File: config.mk
export PLATFORM = sky130hd
export DESIGN_NAME = wheel_ramp_pid_controller
export DESIGN_NICKNAME = d
export VERILOG_FILES = /design/src/hw/rtl/wrp_pkg.sv /design/src/hw/rtl/wrp_ram.sv /design/src/hw/rtl/wheel_ramp_pid_controller.sv
export VERILOG_INCLUDE_DIRS = /design/src /design/src/hw/rtl
export SDC_FILE = /design/constraint.sdc
export NUM_CORES = 2
export LEC_CHECK = 0
export ABC_AREA = 1
export ABC_CLOCK_PERIOD_IN_PS = 7800
export BUFFER_PORTS_ARGS = -buffer_cell sky130_fd_sc_hd__buf_2
export CAP_MARGIN = 40
export CORE_MARGIN = 2
export CORE_UTILIZATION = 55
export DETAILED_ROUTE_END_ITERATION = 8
export PLACE_DENSITY = 0.74
export SETUP_SLACK_MARGIN = 0.02
export SLEW_MARGIN = 25
export SYNTH_ARGS = -nofsm -noshare
export SYNTH_HDL_FRONTEND = slang
export SYNTH_SLANG_ARGS = --single-unit
File: constraint.sdc
create_clock -name clk -period 7.8 [get_ports clk]
set_clock_uncertainty 0.05 [all_clocks]
set_input_delay 1.17 -clock clk [delete_from_list [all_inputs] [get_ports clk]]
set_output_delay 1.17 -clock clk [all_outputs]
set_load 0.05 [all_outputs]
File: src/hw/rtl/wheel_ramp_pid_controller_assert.svh
// Assertion macros shared by the RTL files of the wheel ramp PID controller.
// Every macro samples on the rising edge of clk and is disabled while rst_n is low.
`ifndef WHEEL_RAMP_PID_CONTROLLER_ASSERT_SVH
`define WHEEL_RAMP_PID_CONTROLLER_ASSERT_SVH

// A condition that must hold at every clock edge.
`define WRP_ASSERT(label, cond, msg) \
    label: assert property (@(posedge clk) disable iff (!rst_n) (cond)) else $error(msg);

// A trigger in one cycle that must be followed by a consequence in the next cycle.
`define WRP_ASSERT_NEXT(label, trig, cons, msg) \
    label: assert property (@(posedge clk) disable iff (!rst_n) (trig) |=> (cons)) \
        else $error(msg);

`endif

File: src/hw/rtl/wrp_pkg.sv
`default_nettype none

package wrp_pkg;

    // Number of wheels that have their own controller state.
    localparam int WHEEL_COUNT = 4;
    localparam int WHEEL_IDX_W = (WHEEL_COUNT > 1) ? $clog2(WHEEL_COUNT) : 1;

    // Field widths.
    localparam int SEL_W     = 2;
    localparam int SPEED_W   = 16;
    localparam int ERR_W     = 17;
    localparam int DERIV_W   = 18;
    localparam int INTEG_W   = 22;
    localparam int GAIN_W    = 12;
    localparam int STEP_W    = 8;
    localparam int LIMIT_W   = 20;
    localparam int PWM_W     = 16;
    localparam int STATE_W   = INTEG_W + ERR_W;
    localparam int ACC_W     = 37;
    localparam int FRAC_BITS = 8;

    // Configuration port.
    localparam int CFG_IDX_W  = 3;
    localparam int CFG_DATA_W = 20;

    localparam logic [CFG_IDX_W-1:0] CFG_RAMP_STEP   = 3'd0;
    localparam logic [CFG_IDX_W-1:0] CFG_GAIN_PROP   = 3'd1;
    localparam logic [CFG_IDX_W-1:0] CFG_GAIN_INTEG  = 3'd2;
    localparam logic [CFG_IDX_W-1:0] CFG_GAIN_DERIV  = 3'd3;
    localparam logic [CFG_IDX_W-1:0] CFG_INTEG_LIMIT = 3'd4;
    localparam logic [CFG_IDX_W-1:0] CFG_PWM_MAX     = 3'd5;

    localparam logic [STEP_W-1:0]  RST_RAMP_STEP   = 8'd50;
    localparam logic [GAIN_W-1:0]  RST_GAIN_PROP   = 12'd128;
    localparam logic [GAIN_W-1:0]  RST_GAIN_INTEG  = 12'd26;
    localparam logic [GAIN_W-1:0]  RST_GAIN_DERIV  = 12'd13;
    localparam logic [LIMIT_W-1:0] RST_INTEG_LIMIT = 20'd10000;
    localparam logic [PWM_W-1:0]   RST_PWM_MAX     = 16'd1000;

    // Result queue behind the pipeline. It is deep enough to cover the three pipeline stages
    // plus the entry being read, so ticks can stream every cycle while the output drains.
    localparam int OUT_DEPTH = 8;
    localparam int OUT_PTR_W = $clog2(OUT_DEPTH);
    localparam int OUT_CNT_W = $clog2(OUT_DEPTH + 1) + 1;

    typedef logic [WHEEL_IDX_W-1:0] wheel_idx_t;

    typedef struct packed {
        logic [STEP_W-1:0]  ramp_step;
        logic [GAIN_W-1:0]  gain_prop;
        logic [GAIN_W-1:0]  gain_integ;
        logic [GAIN_W-1:0]  gain_deriv;
        logic [LIMIT_W-1:0] integ_limit;
        logic [PWM_W-1:0]   pwm_max;
    } cfg_t;

    // Reduce the wheel selector to a valid wheel number by repeated subtraction.
    function automatic wheel_idx_t wheel_index(input logic [SEL_W-1:0] sel);
        logic [4:0] v;
        v = {3'b000, sel};
        for (int i = 0; i < 4; i++)
        begin
            if (v >= 5'(WHEEL_COUNT))
            begin
                v = v - 5'(WHEEL_COUNT);
            end
        end
        return WHEEL_IDX_W'(v);
    endfunction

endpackage

`default_nettype wire

File: src/hw/rtl/wrp_ram.sv
`default_nettype none

// Simple dual-port RAM, one write port and one read port with registered read data.
// A read of the address being written returns the old contents.
module wrp_ram #(
    parameter int WIDTH = 8,
    parameter int DEPTH = 4
) (
    input  wire                                   clk,
    input  wire                                   wr_en,
    input  wire [(DEPTH > 1 ? $clog2(DEPTH) : 1)-1:0] wr_addr,
    input  wire [WIDTH-1:0]                       wr_data,
    input  wire [(DEPTH > 1 ? $clog2(DEPTH) : 1)-1:0] rd_addr,
    output logic [WIDTH-1:0]                      rd_data
);

    logic [WIDTH-1:0] mem_reg [DEPTH];

    always_ff @(posedge clk)
    begin
        if (wr_en)
        begin
            mem_reg[wr_addr] <= wr_data;
        end
        rd_data <= mem_reg[rd_addr];
    end

endmodule

`default_nettype wire

File: src/hw/rtl/wheel_ramp_pid_controller.sv
// Channel   | Direction | Handshake                    | Payload
// ----------+-----------+------------------------------+------------------------------------
// s_axis    | in        | s_axis_tvalid / s_axis_tready | tuser: wheel_select; tdata: speeds
// m_axis    | out       | m_axis_tvalid / m_axis_tready | tdata: pwm_duty, ramped_speed
// cfg       | in        | cfg_valid / cfg_ready         | cfg_index, cfg_data
//
// One control tick is accepted every clock cycle while s_axis_tready is high; the per-wheel
// state memory is read at the accept edge and written back in the cycle after, and a
// forwarding register covers two ticks in a row for the same wheel. A result passes the state
// update, gain multiply and sum stages and then the result queue before it is offered.
// Reset clears the configuration to its defaults and marks every wheel's state as zero
// through per-wheel valid bits, so no clearing pass is needed.
// A stalled output fills an eight-entry result queue; s_axis_tready drops only when the
// queue plus the items in flight would exceed eight.
`include "wheel_ramp_pid_controller_assert.svh"
`default_nettype none

module wheel_ramp_pid_controller (
    input  wire         clk,
    input  wire         rst_n,
    input  wire         s_axis_tvalid,
    output logic        s_axis_tready,
    input  wire  [31:0] s_axis_tdata,   // [15:0] target_speed, [31:16] measured_speed
    input  wire  [7:0]  s_axis_tuser,   // [1:0] wheel_select, [7:2] zero
    output logic        m_axis_tvalid,
    input  wire         m_axis_tready,
    output logic [31:0] m_axis_tdata,   // [15:0] pwm_duty, [31:16] ramped_speed
    input  wire         cfg_valid,
    output logic        cfg_ready,
    input  wire  [2:0]  cfg_index,
    input  wire  [19:0] cfg_data
);

    localparam int SW = wrp_pkg::SPEED_W;
    localparam int EW = wrp_pkg::ERR_W;
    localparam int DW = wrp_pkg::DERIV_W;
    localparam int IW = wrp_pkg::INTEG_W;
    localparam int GW = wrp_pkg::GAIN_W;
    localparam int AW = wrp_pkg::ACC_W;
    localparam int PW = wrp_pkg::PWM_W;
    localparam int PROD_P_W = GW + 1 + EW;
    localparam int PROD_I_W = GW + 1 + IW;
    localparam int PROD_D_W = GW + 1 + DW;

    // ------------------------------------------------------------------
    // Configuration registers. The port never stalls.
    // ------------------------------------------------------------------
    wrp_pkg::cfg_t cfg_reg;

    assign cfg_ready = 1'b1;

    always_ff @(posedge clk or negedge rst_n)
    begin
        if (!rst_n)
        begin
            cfg_reg.ramp_step   <= wrp_pkg::RST_RAMP_STEP;
            cfg_reg.gain_prop   <= wrp_pkg::RST_GAIN_PROP;
            cfg_reg.gain_integ  <= wrp_pkg::RST_GAIN_INTEG;
            cfg_reg.gain_deriv  <= wrp_pkg::RST_GAIN_DERIV;
            cfg_reg.integ_limit <= wrp_pkg::RST_INTEG_LIMIT;
            cfg_reg.pwm_max     <= wrp_pkg::RST_PWM_MAX;
        end
        else if (cfg_valid && cfg_ready)
        begin
            case (cfg_index)
                wrp_pkg::CFG_RAMP_STEP:   cfg_reg.ramp_step   <= cfg_data[wrp_pkg::STEP_W-1:0];
                wrp_pkg::CFG_GAIN_PROP:   cfg_reg.gain_prop   <= cfg_data[GW-1:0];
                wrp_pkg::CFG_GAIN_INTEG:  cfg_reg.gain_integ  <= cfg_data[GW-1:0];
                wrp_pkg::CFG_GAIN_DERIV:  cfg_reg.gain_deriv  <= cfg_data[GW-1:0];
                wrp_pkg::CFG_INTEG_LIMIT: cfg_reg.integ_limit <= cfg_data[wrp_pkg::LIMIT_W-1:0];
                wrp_pkg::CFG_PWM_MAX:     cfg_reg.pwm_max     <= cfg_data[PW-1:0];
                default:
                begin
                end
            endcase
        end
    end

    // ------------------------------------------------------------------
    // Input transfer and occupancy accounting.
    // ------------------------------------------------------------------
    logic                            s1_valid_reg;
    logic                            s2_valid_reg;
    logic                            s3_valid_reg;
    logic [wrp_pkg::OUT_CNT_W-1:0]   fifo_count_reg;
    logic [wrp_pkg::OUT_CNT_W-1:0]   total_occ;
    logic                            in_fire;
    logic                            out_fire;
    wrp_pkg::wheel_idx_t             in_wheel;

    assign total_occ = fifo_count_reg
                     + wrp_pkg::OUT_CNT_W'(s1_valid_reg)
                     + wrp_pkg::OUT_CNT_W'(s2_valid_reg)
                     + wrp_pkg::OUT_CNT_W'(s3_valid_reg);

    assign s_axis_tready = (total_occ < wrp_pkg::OUT_CNT_W'(wrp_pkg::OUT_DEPTH));
    assign in_fire       = s_axis_tvalid && s_axis_tready;
    assign in_wheel      = wrp_pkg::wheel_index(s_axis_tuser[wrp_pkg::SEL_W-1:0]);

    // ------------------------------------------------------------------
    // Stage 1: state read returns, ramp, clamp, update and write back.
    // ------------------------------------------------------------------
    wrp_pkg::wheel_idx_t         s1_wheel_reg;
    logic signed [SW-1:0]        s1_target_reg;
    logic signed [SW-1:0]        s1_meas_reg;

    always_ff @(posedge clk or negedge rst_n)
    begin
        if (!rst_n)
        begin
            s1_valid_reg <= 1'b0;
        end
        else
        begin
            s1_valid_reg <= in_fire;
        end
    end

    always_ff @(posedge clk)
    begin
        if (in_fire)
        begin
            s1_wheel_reg  <= in_wheel;
            s1_target_reg <= $signed(s_axis_tdata[SW-1:0]);
            s1_meas_reg   <= $signed(s_axis_tdata[2*SW-1:SW]);
        end
    end

    logic [wrp_pkg::STATE_W-1:0]     ram_rd_data;
    logic [wrp_pkg::STATE_W-1:0]     ram_wr_data;
    logic                            ram_wr_en;
    logic [wrp_pkg::WHEEL_COUNT-1:0] valid_bits_reg;
    logic                            fwd_valid_reg;
    wrp_pkg::wheel_idx_t             fwd_addr_reg;
    logic [wrp_pkg::STATE_W-1:0]     fwd_data_reg;

    wrp_ram #(
        .WIDTH (wrp_pkg::STATE_W),
        .DEPTH (wrp_pkg::WHEEL_COUNT)
    ) u_state_ram (
        .clk     (clk),
        .wr_en   (ram_wr_en),
        .wr_addr (s1_wheel_reg),
        .wr_data (ram_wr_data),
        .rd_addr (in_wheel),
        .rd_data (ram_rd_data)
    );

    logic [wrp_pkg::STATE_W-1:0] s1_state;
    logic signed [IW-1:0]        s1_integ_old;
    logic signed [EW-1:0]        s1_last_err;
    logic signed [EW-1:0]        s1_diff;
    logic signed [EW-1:0]        s1_step;
    logic signed [EW-1:0]        s1_err;
    logic signed [SW-1:0]        s1_ramped;
    logic signed [IW-1:0]        s1_lim;
    logic signed [IW-1:0]        s1_integ_clamped;
    logic signed [IW-1:0]        s1_integ_new;
    logic signed [DW-1:0]        s1_deriv;

    always_comb
    begin
        // The previous tick's write reaches the memory at the edge where this tick read it,
        // so a tick that follows its own wheel takes the forwarded value.
        if (fwd_valid_reg && (fwd_addr_reg == s1_wheel_reg))
        begin
            s1_state = fwd_data_reg;
        end
        else if (valid_bits_reg[s1_wheel_reg])
        begin
            s1_state = ram_rd_data;
        end
        else
        begin
            s1_state = '0;
        end

        s1_integ_old = $signed(s1_state[IW-1:0]);
        s1_last_err  = $signed(s1_state[wrp_pkg::STATE_W-1:IW]);

        // The error is the ramp step toward the target, or the full difference when that
        // lies within the step.
        s1_diff = EW'(s1_target_reg) - EW'(s1_meas_reg);
        s1_step = $signed({{(EW - wrp_pkg::STEP_W){1'b0}}, cfg_reg.ramp_step});
        if (s1_diff > s1_step)
        begin
            s1_err = s1_step;
        end
        else if (s1_diff < -s1_step)
        begin
            s1_err = -s1_step;
        end
        else
        begin
            s1_err = s1_diff;
        end
        s1_ramped = s1_meas_reg + s1_err[SW-1:0];

        s1_lim = $signed({{(IW - wrp_pkg::LIMIT_W){1'b0}}, cfg_reg.integ_limit});
        if (s1_integ_old > s1_lim)
        begin
            s1_integ_clamped = s1_lim;
        end
        else if (s1_integ_old < -s1_lim)
        begin
            s1_integ_clamped = -s1_lim;
        end
        else
        begin
            s1_integ_clamped = s1_integ_old;
        end

        s1_integ_new = s1_integ_clamped + IW'(s1_err);
        s1_deriv     = DW'(s1_err) - DW'(s1_last_err);
    end

    assign ram_wr_en   = s1_valid_reg;
    assign ram_wr_data = {s1_err, s1_integ_new};

    always_ff @(posedge clk or negedge rst_n)
    begin
        if (!rst_n)
        begin
            valid_bits_reg <= '0;
            fwd_valid_reg  <= 1'b0;
        end
        else
        begin
            fwd_valid_reg <= ram_wr_en;
            if (ram_wr_en)
            begin
                valid_bits_reg[s1_wheel_reg] <= 1'b1;
            end
        end
    end

    always_ff @(posedge clk)
    begin
        if (ram_wr_en)
        begin
            fwd_addr_reg <= s1_wheel_reg;
            fwd_data_reg <= ram_wr_data;
        end
    end

    // ------------------------------------------------------------------
    // Stage 2: gain products.
    // ------------------------------------------------------------------
    logic signed [EW-1:0]  s2_err_reg;
    logic signed [IW-1:0]  s2_integ_reg;
    logic signed [DW-1:0]  s2_deriv_reg;
    logic signed [SW-1:0]  s2_ramped_reg;

    always_ff @(posedge clk or negedge rst_n)
    begin
        if (!rst_n)
        begin
            s2_valid_reg <= 1'b0;
            s3_valid_reg <= 1'b0;
        end
        else
        begin
            s2_valid_reg <= s1_valid_reg;
            s3_valid_reg <= s2_valid_reg;
        end
    end

    always_ff @(posedge clk)
    begin
        if (s1_valid_reg)
        begin
            s2_err_reg    <= s1_err;
            s2_integ_reg  <= s1_integ_new;
            s2_deriv_reg  <= s1_deriv;
            s2_ramped_reg <= s1_ramped;
        end
    end

    logic signed [PROD_P_W-1:0] s2_prod_p;
    logic signed [PROD_I_W-1:0] s2_prod_i;
    logic signed [PROD_D_W-1:0] s2_prod_d;

    assign s2_prod_p = $signed({1'b0, cfg_reg.gain_prop})  * s2_err_reg;
    assign s2_prod_i = $signed({1'b0, cfg_reg.gain_integ}) * s2_integ_reg;
    assign s2_prod_d = $signed({1'b0, cfg_reg.gain_deriv}) * s2_deriv_reg;

    // ------------------------------------------------------------------
    // Stage 3: sum, scale and saturate.
    // ------------------------------------------------------------------
    logic signed [PROD_P_W-1:0] s3_prod_p_reg;
    logic signed [PROD_I_W-1:0] s3_prod_i_reg;
    logic signed [PROD_D_W-1:0] s3_prod_d_reg;
    logic signed [SW-1:0]       s3_ramped_reg;

    always_ff @(posedge clk)
    begin
        if (s2_valid_reg)
        begin
            s3_prod_p_reg <= s2_prod_p;
            s3_prod_i_reg <= s2_prod_i;
            s3_prod_d_reg <= s2_prod_d;
            s3_ramped_reg <= s2_ramped_reg;
        end
    end

    logic signed [AW-1:0] s3_acc;
    logic [PW-1:0]        s3_duty;

    always_comb
    begin
        s3_acc = AW'(s3_prod_p_reg) + AW'(s3_prod_i_reg) + AW'(s3_prod_d_reg);
        // A negative sum scales to zero or below either way, so only the sign matters there.
        if (s3_acc[AW-1])
        begin
            s3_duty = '0;
        end
        else if (s3_acc[AW-2:wrp_pkg::FRAC_BITS]
                 > {{(AW - 1 - wrp_pkg::FRAC_BITS - PW){1'b0}}, cfg_reg.pwm_max})
        begin
            s3_duty = cfg_reg.pwm_max;
        end
        else
        begin
            s3_duty = s3_acc[wrp_pkg::FRAC_BITS+PW-1:wrp_pkg::FRAC_BITS];
        end
    end

    // ------------------------------------------------------------------
    // Result queue. The accept rule above keeps it from overflowing, so the
    // pipeline never has to stall.
    // ------------------------------------------------------------------
    logic [31:0]                   fifo_mem_reg [wrp_pkg::OUT_DEPTH];
    logic [wrp_pkg::OUT_PTR_W-1:0] wr_ptr_reg;
    logic [wrp_pkg::OUT_PTR_W-1:0] rd_ptr_reg;

    assign m_axis_tvalid = (fifo_count_reg != '0);
    assign m_axis_tdata  = fifo_mem_reg[rd_ptr_reg];
    assign out_fire      = m_axis_tvalid && m_axis_tready;

    always_ff @(posedge clk or negedge rst_n)
    begin
        if (!rst_n)
        begin
            wr_ptr_reg     <= '0;
            rd_ptr_reg     <= '0;
            fifo_count_reg <= '0;
        end
        else
        begin
            if (s3_valid_reg)
            begin
                wr_ptr_reg <= wr_ptr_reg + 1'b1;
            end
            if (out_fire)
            begin
                rd_ptr_reg <= rd_ptr_reg + 1'b1;
            end
            if (s3_valid_reg && !out_fire)
            begin
                fifo_count_reg <= fifo_count_reg + 1'b1;
            end
            else if (!s3_valid_reg && out_fire)
            begin
                fifo_count_reg <= fifo_count_reg - 1'b1;
            end
        end
    end

    always_ff @(posedge clk)
    begin
        if (s3_valid_reg)
        begin
            fifo_mem_reg[wr_ptr_reg] <= {s3_ramped_reg, s3_duty};
        end
    end

    // ------------------------------------------------------------------
    // Assertions.
    // ------------------------------------------------------------------
    `WRP_ASSERT(a_occupancy_bound,
        total_occ <= wrp_pkg::OUT_CNT_W'(wrp_pkg::OUT_DEPTH),
        "items in flight and queued exceed the result queue depth")

    `WRP_ASSERT(a_no_push_when_full,
        !(s3_valid_reg && !out_fire && fifo_count_reg == wrp_pkg::OUT_CNT_W'(wrp_pkg::OUT_DEPTH)),
        "result pushed into a full queue")

    `WRP_ASSERT(a_duty_in_range,
        !m_axis_tvalid || (m_axis_tdata[PW-1:0] <= cfg_reg.pwm_max),
        "pwm_duty above pwm_max")

    `WRP_ASSERT_NEXT(a_accept_enters_pipe, in_fire, s1_valid_reg,
        "accepted tick did not enter the state update stage")

    `WRP_ASSERT_NEXT(a_write_marks_valid, ram_wr_en,
        valid_bits_reg[$past(s1_wheel_reg)] && fwd_valid_reg,
        "state write did not mark the wheel valid or load the forwarding register")

endmodule

`default_nettype wire
==> results.json <==
{
  "worst-slew-pin-transition_ns": 0.870,
  "cts_root_buffer": "clkbuf_16",
  "post-cts-setup-buffer-count": 0,
  "clock_latency_of_the_later_clocked_register_in_the_worst_skew_pair_ns": 0.68,
  "fin_crit_sh_pct": 90.1,
  "path_class": "register to register",
  "largest_register_ff_count": 256,
  "number_of_pins_exceeding_their_max_slew_limit_in_the_final_report": 0,
  "dieArea_sq_um": 116000,
  "placement.setup.worst_slack_ns": 0.923,
  "whs_ns": 0.365,
  "syn-mean-instance-area_sq_um": 9.26,
  "globalRouteOverflowTotal": 0,
  "drc": 0,
  "worstHoldStart": "s2_ramped_reg[2]",
  "placedInstanceArea_sq_um": 64200,
  "pin_count_of_the_biggest_net_entering_global_routing": 81,
  "chipHeight_microns": 340,
  "initial_core_util_pct": 55.4,
  "yosys_warnings": 0,
  "hold_violations": 0,
  "cts.path.max_buffers": 3,
  "routed_wire_length_per_instance_microns": 18.5,
  "layout.cell_area.non_filler_sq_um": 67000,
  "finalWeightedCongestion": 0.941,
  "crit_arrival_ns": 7.37,
  "layout_min_cycle_time_ns": 7.03,
  "totalNegativeSetupSlack_ns": 0,
  "synth_async_sr_flop_share_pct": 12.7,
  "mostFrequentLayoutCells": "inv_1, nand2_1, fa_1",
  "num_vias": 44900,
  "dp_hpwl_microns": 115000,
  "synth_cell_types": 66,
  "global_route_wire_length_before_repair_microns": 245000,
  "synth-seq-area-share_pct": 35.8,
  "route.antenna.remaining_nets": 0,
  "synth_cells": 6706,
  "required_ns": 8.14,
  "drtIter0Drc": 3466,
  "crit-reg2reg-launch": "cfg_reg[39]",
  "layout.nets": 7849,
  "synth_area_sq_um": 62100,
  "cts-resized-gates": 0,
  "cts-htree-levels": 3,
  "worst_r2r_path_depth": 27,
  "worstReg2RegEnd": "s3_prod_d_reg[28]",
  "worstHoldPathCells": 0,
  "startpoint_type": "register",
  "mostFrequentLayoutCell": "inv_1",
  "routed_wl_microns": 153000,
  "worst_hold_path.endpoint": "s3_ramped_reg[2]",
  "critical_path_sink_type": "register",
  "relSlewSlack_pct": 41.8,
  "postSynthRegisterBits": 770,
  "critical_path_peak_fanout": 19,
  "worstHoldPathType": "register to register",
  "tritoncts": "yes",
  "synth_area_leaders": "edfxtp_1, fa_1, inv_1",
  "top_cell_type_by_total_area_after_synthesis": "edfxtp_1",
  "num_rows": 123,
  "grt.total_usage_pct": 27.0,
  "rsz0062_at_grt": "false",
  "finalWorstSetupSlack_ns": 0.769,
  "report.final.setup_viol": 0,
  "drtPass1Iterations": 6,
  "initial_antenna_violation_count": 7,
  "area_growth_syn_to_layout_pct": 7.89,
  "synth_ff_type": "edfxtp_1",
  "maxClockFrequency_ghz": 0.142,
  "yosys.area.top_type_share_pct": 30.6,
  "numPortBuffers": 95,
  "worst-r2r-setup-slack_ns": 0.77,
  "clkTransAtPathRegs_ns": 0.06,
  "post_route_cells_drive_above_1_share_pct": 6.52,
  "chipWidth_microns": 340,
  "syn-num-nets": 7842,
  "io-pin-count": 103,
  "cts_buffers": 79,
  "status": "completed",
  "grt_pass1_vias": 45800,
  "hold_buffers": 0,
  "clkSinkCount": 770,
  "synth_enable_flop_cells": 633,
  "via_density_per_instance": 5.42,
  "fp.coreArea_sq_um": 112000,
  "max_cap_viol_count": 0
}
## cell usage after synthesis (31+ instances only)
cell type and count:
dfrtp_1 77, o22ai_1 75, clkbuf_1 220, nand3_1 158
xnor2_1 53, a21oi_1 234, nand2_1 1319, fa_1 664
nor2_1 516, inv_1 1389, o21ai_0 410, nand4_1 31
dfxtp_1 39, edfxtp_1 633, a31oi_1 57, ha_1 404
xor2_1 128
## cell type report
class / count / area, sq um
flip-flops and latches: 770 / 22300
multi-input cells: 4287 / 33800
clock inverters: 42 / 473
clock buffers: 105 / 2130
repair buffers: 169 / 1210
inverters: 1406 / 5280
diodes: 4 / 10.0
fillers: 9305 / 45200
well taps: 1500 / 1880
## logic make-up after synthesis
kind of cell,count (synthesis),synth area share (%)
flops,770,35.8
xor+xnor,182,2.58
compound gates,887,7.90
fa+ha+maj,1068,29.5
buf+inv,1649,9.98
other cells,1,0.00604
simple gates,2149,14.2
## worst max-delay path by stage
stage | start | end | slack, ns | cells past startpoint
after floorplan | s2_valid_reg | fwd_data_reg[20] | 0.20 | 31
after global routing | cfg_reg[17] | u_state_ram.mem_reg[1][15] | 0.04 | 40
after global placement | cfg_reg[39] | s3_prod_d_reg[28] | 1.02 | 27
after detailed placement | cfg_reg[39] | s3_prod_d_reg[28] | 0.92 | 27
final | cfg_reg[39] | s3_prod_d_reg[28] | 0.77 | 27
after CTS | cfg_reg[39] | s3_prod_d_reg[28] | 0.86 | 27
## per-layer routing
layer | wire length (microns) | part of all wire (%) | global-route usage [%] | vias to the layer above
met2 | 72400 | 47 | 44.5 | 1530
met1 | 63500 | 41 | 36.4 | 22000
met3 | 11000 | 7.2 | 3.70 | 300
li1 | - | - | - | 21100
met4 | 6360 | 4.1 | 10.7 | 0
met5 | 0 | 0 | 0 | -
## critical path, stage by stage (launching register included)
cell and delay, ns:
dfstp_2 0.79, nand2_1 0.14, fa_1 0.55, inv_1 0.05, fa_1 0.52, inv_1 0.05, fa_1 0.50, inv_1 0.04
ha_1 0.27, inv_1 0.05, fa_1 0.52, inv_1 0.04, ha_1 0.34, a21oi_1 0.14, nand2_1 0.09, a21oi_1 0.20
o21bai_1 0.12, nand2_1 0.10, nor2_1 0.04, nor2_1 0.36, o21ai_1 0.16, a31oi_1 0.27, o21ai_1 0.13, a21boi_0 0.40
o21ai_1 0.16, a21boi_0 0.34, o21ai_1 0.12, xor2_1 0.15
## metrics by stage
step / utilization (%) / instances
after floorplan: - / 6706
after global placement: 57.1 / 8113
after detailed placement: 57.3 / 8122
after CTS: 59.6 / 8269
after global routing: 59.7 / 8280
final: 59.7 / 8283
Power is left out: the tool's default activity adds up to more than one toggle a clock period on the data nets, which glitch-free logic cannot reach.
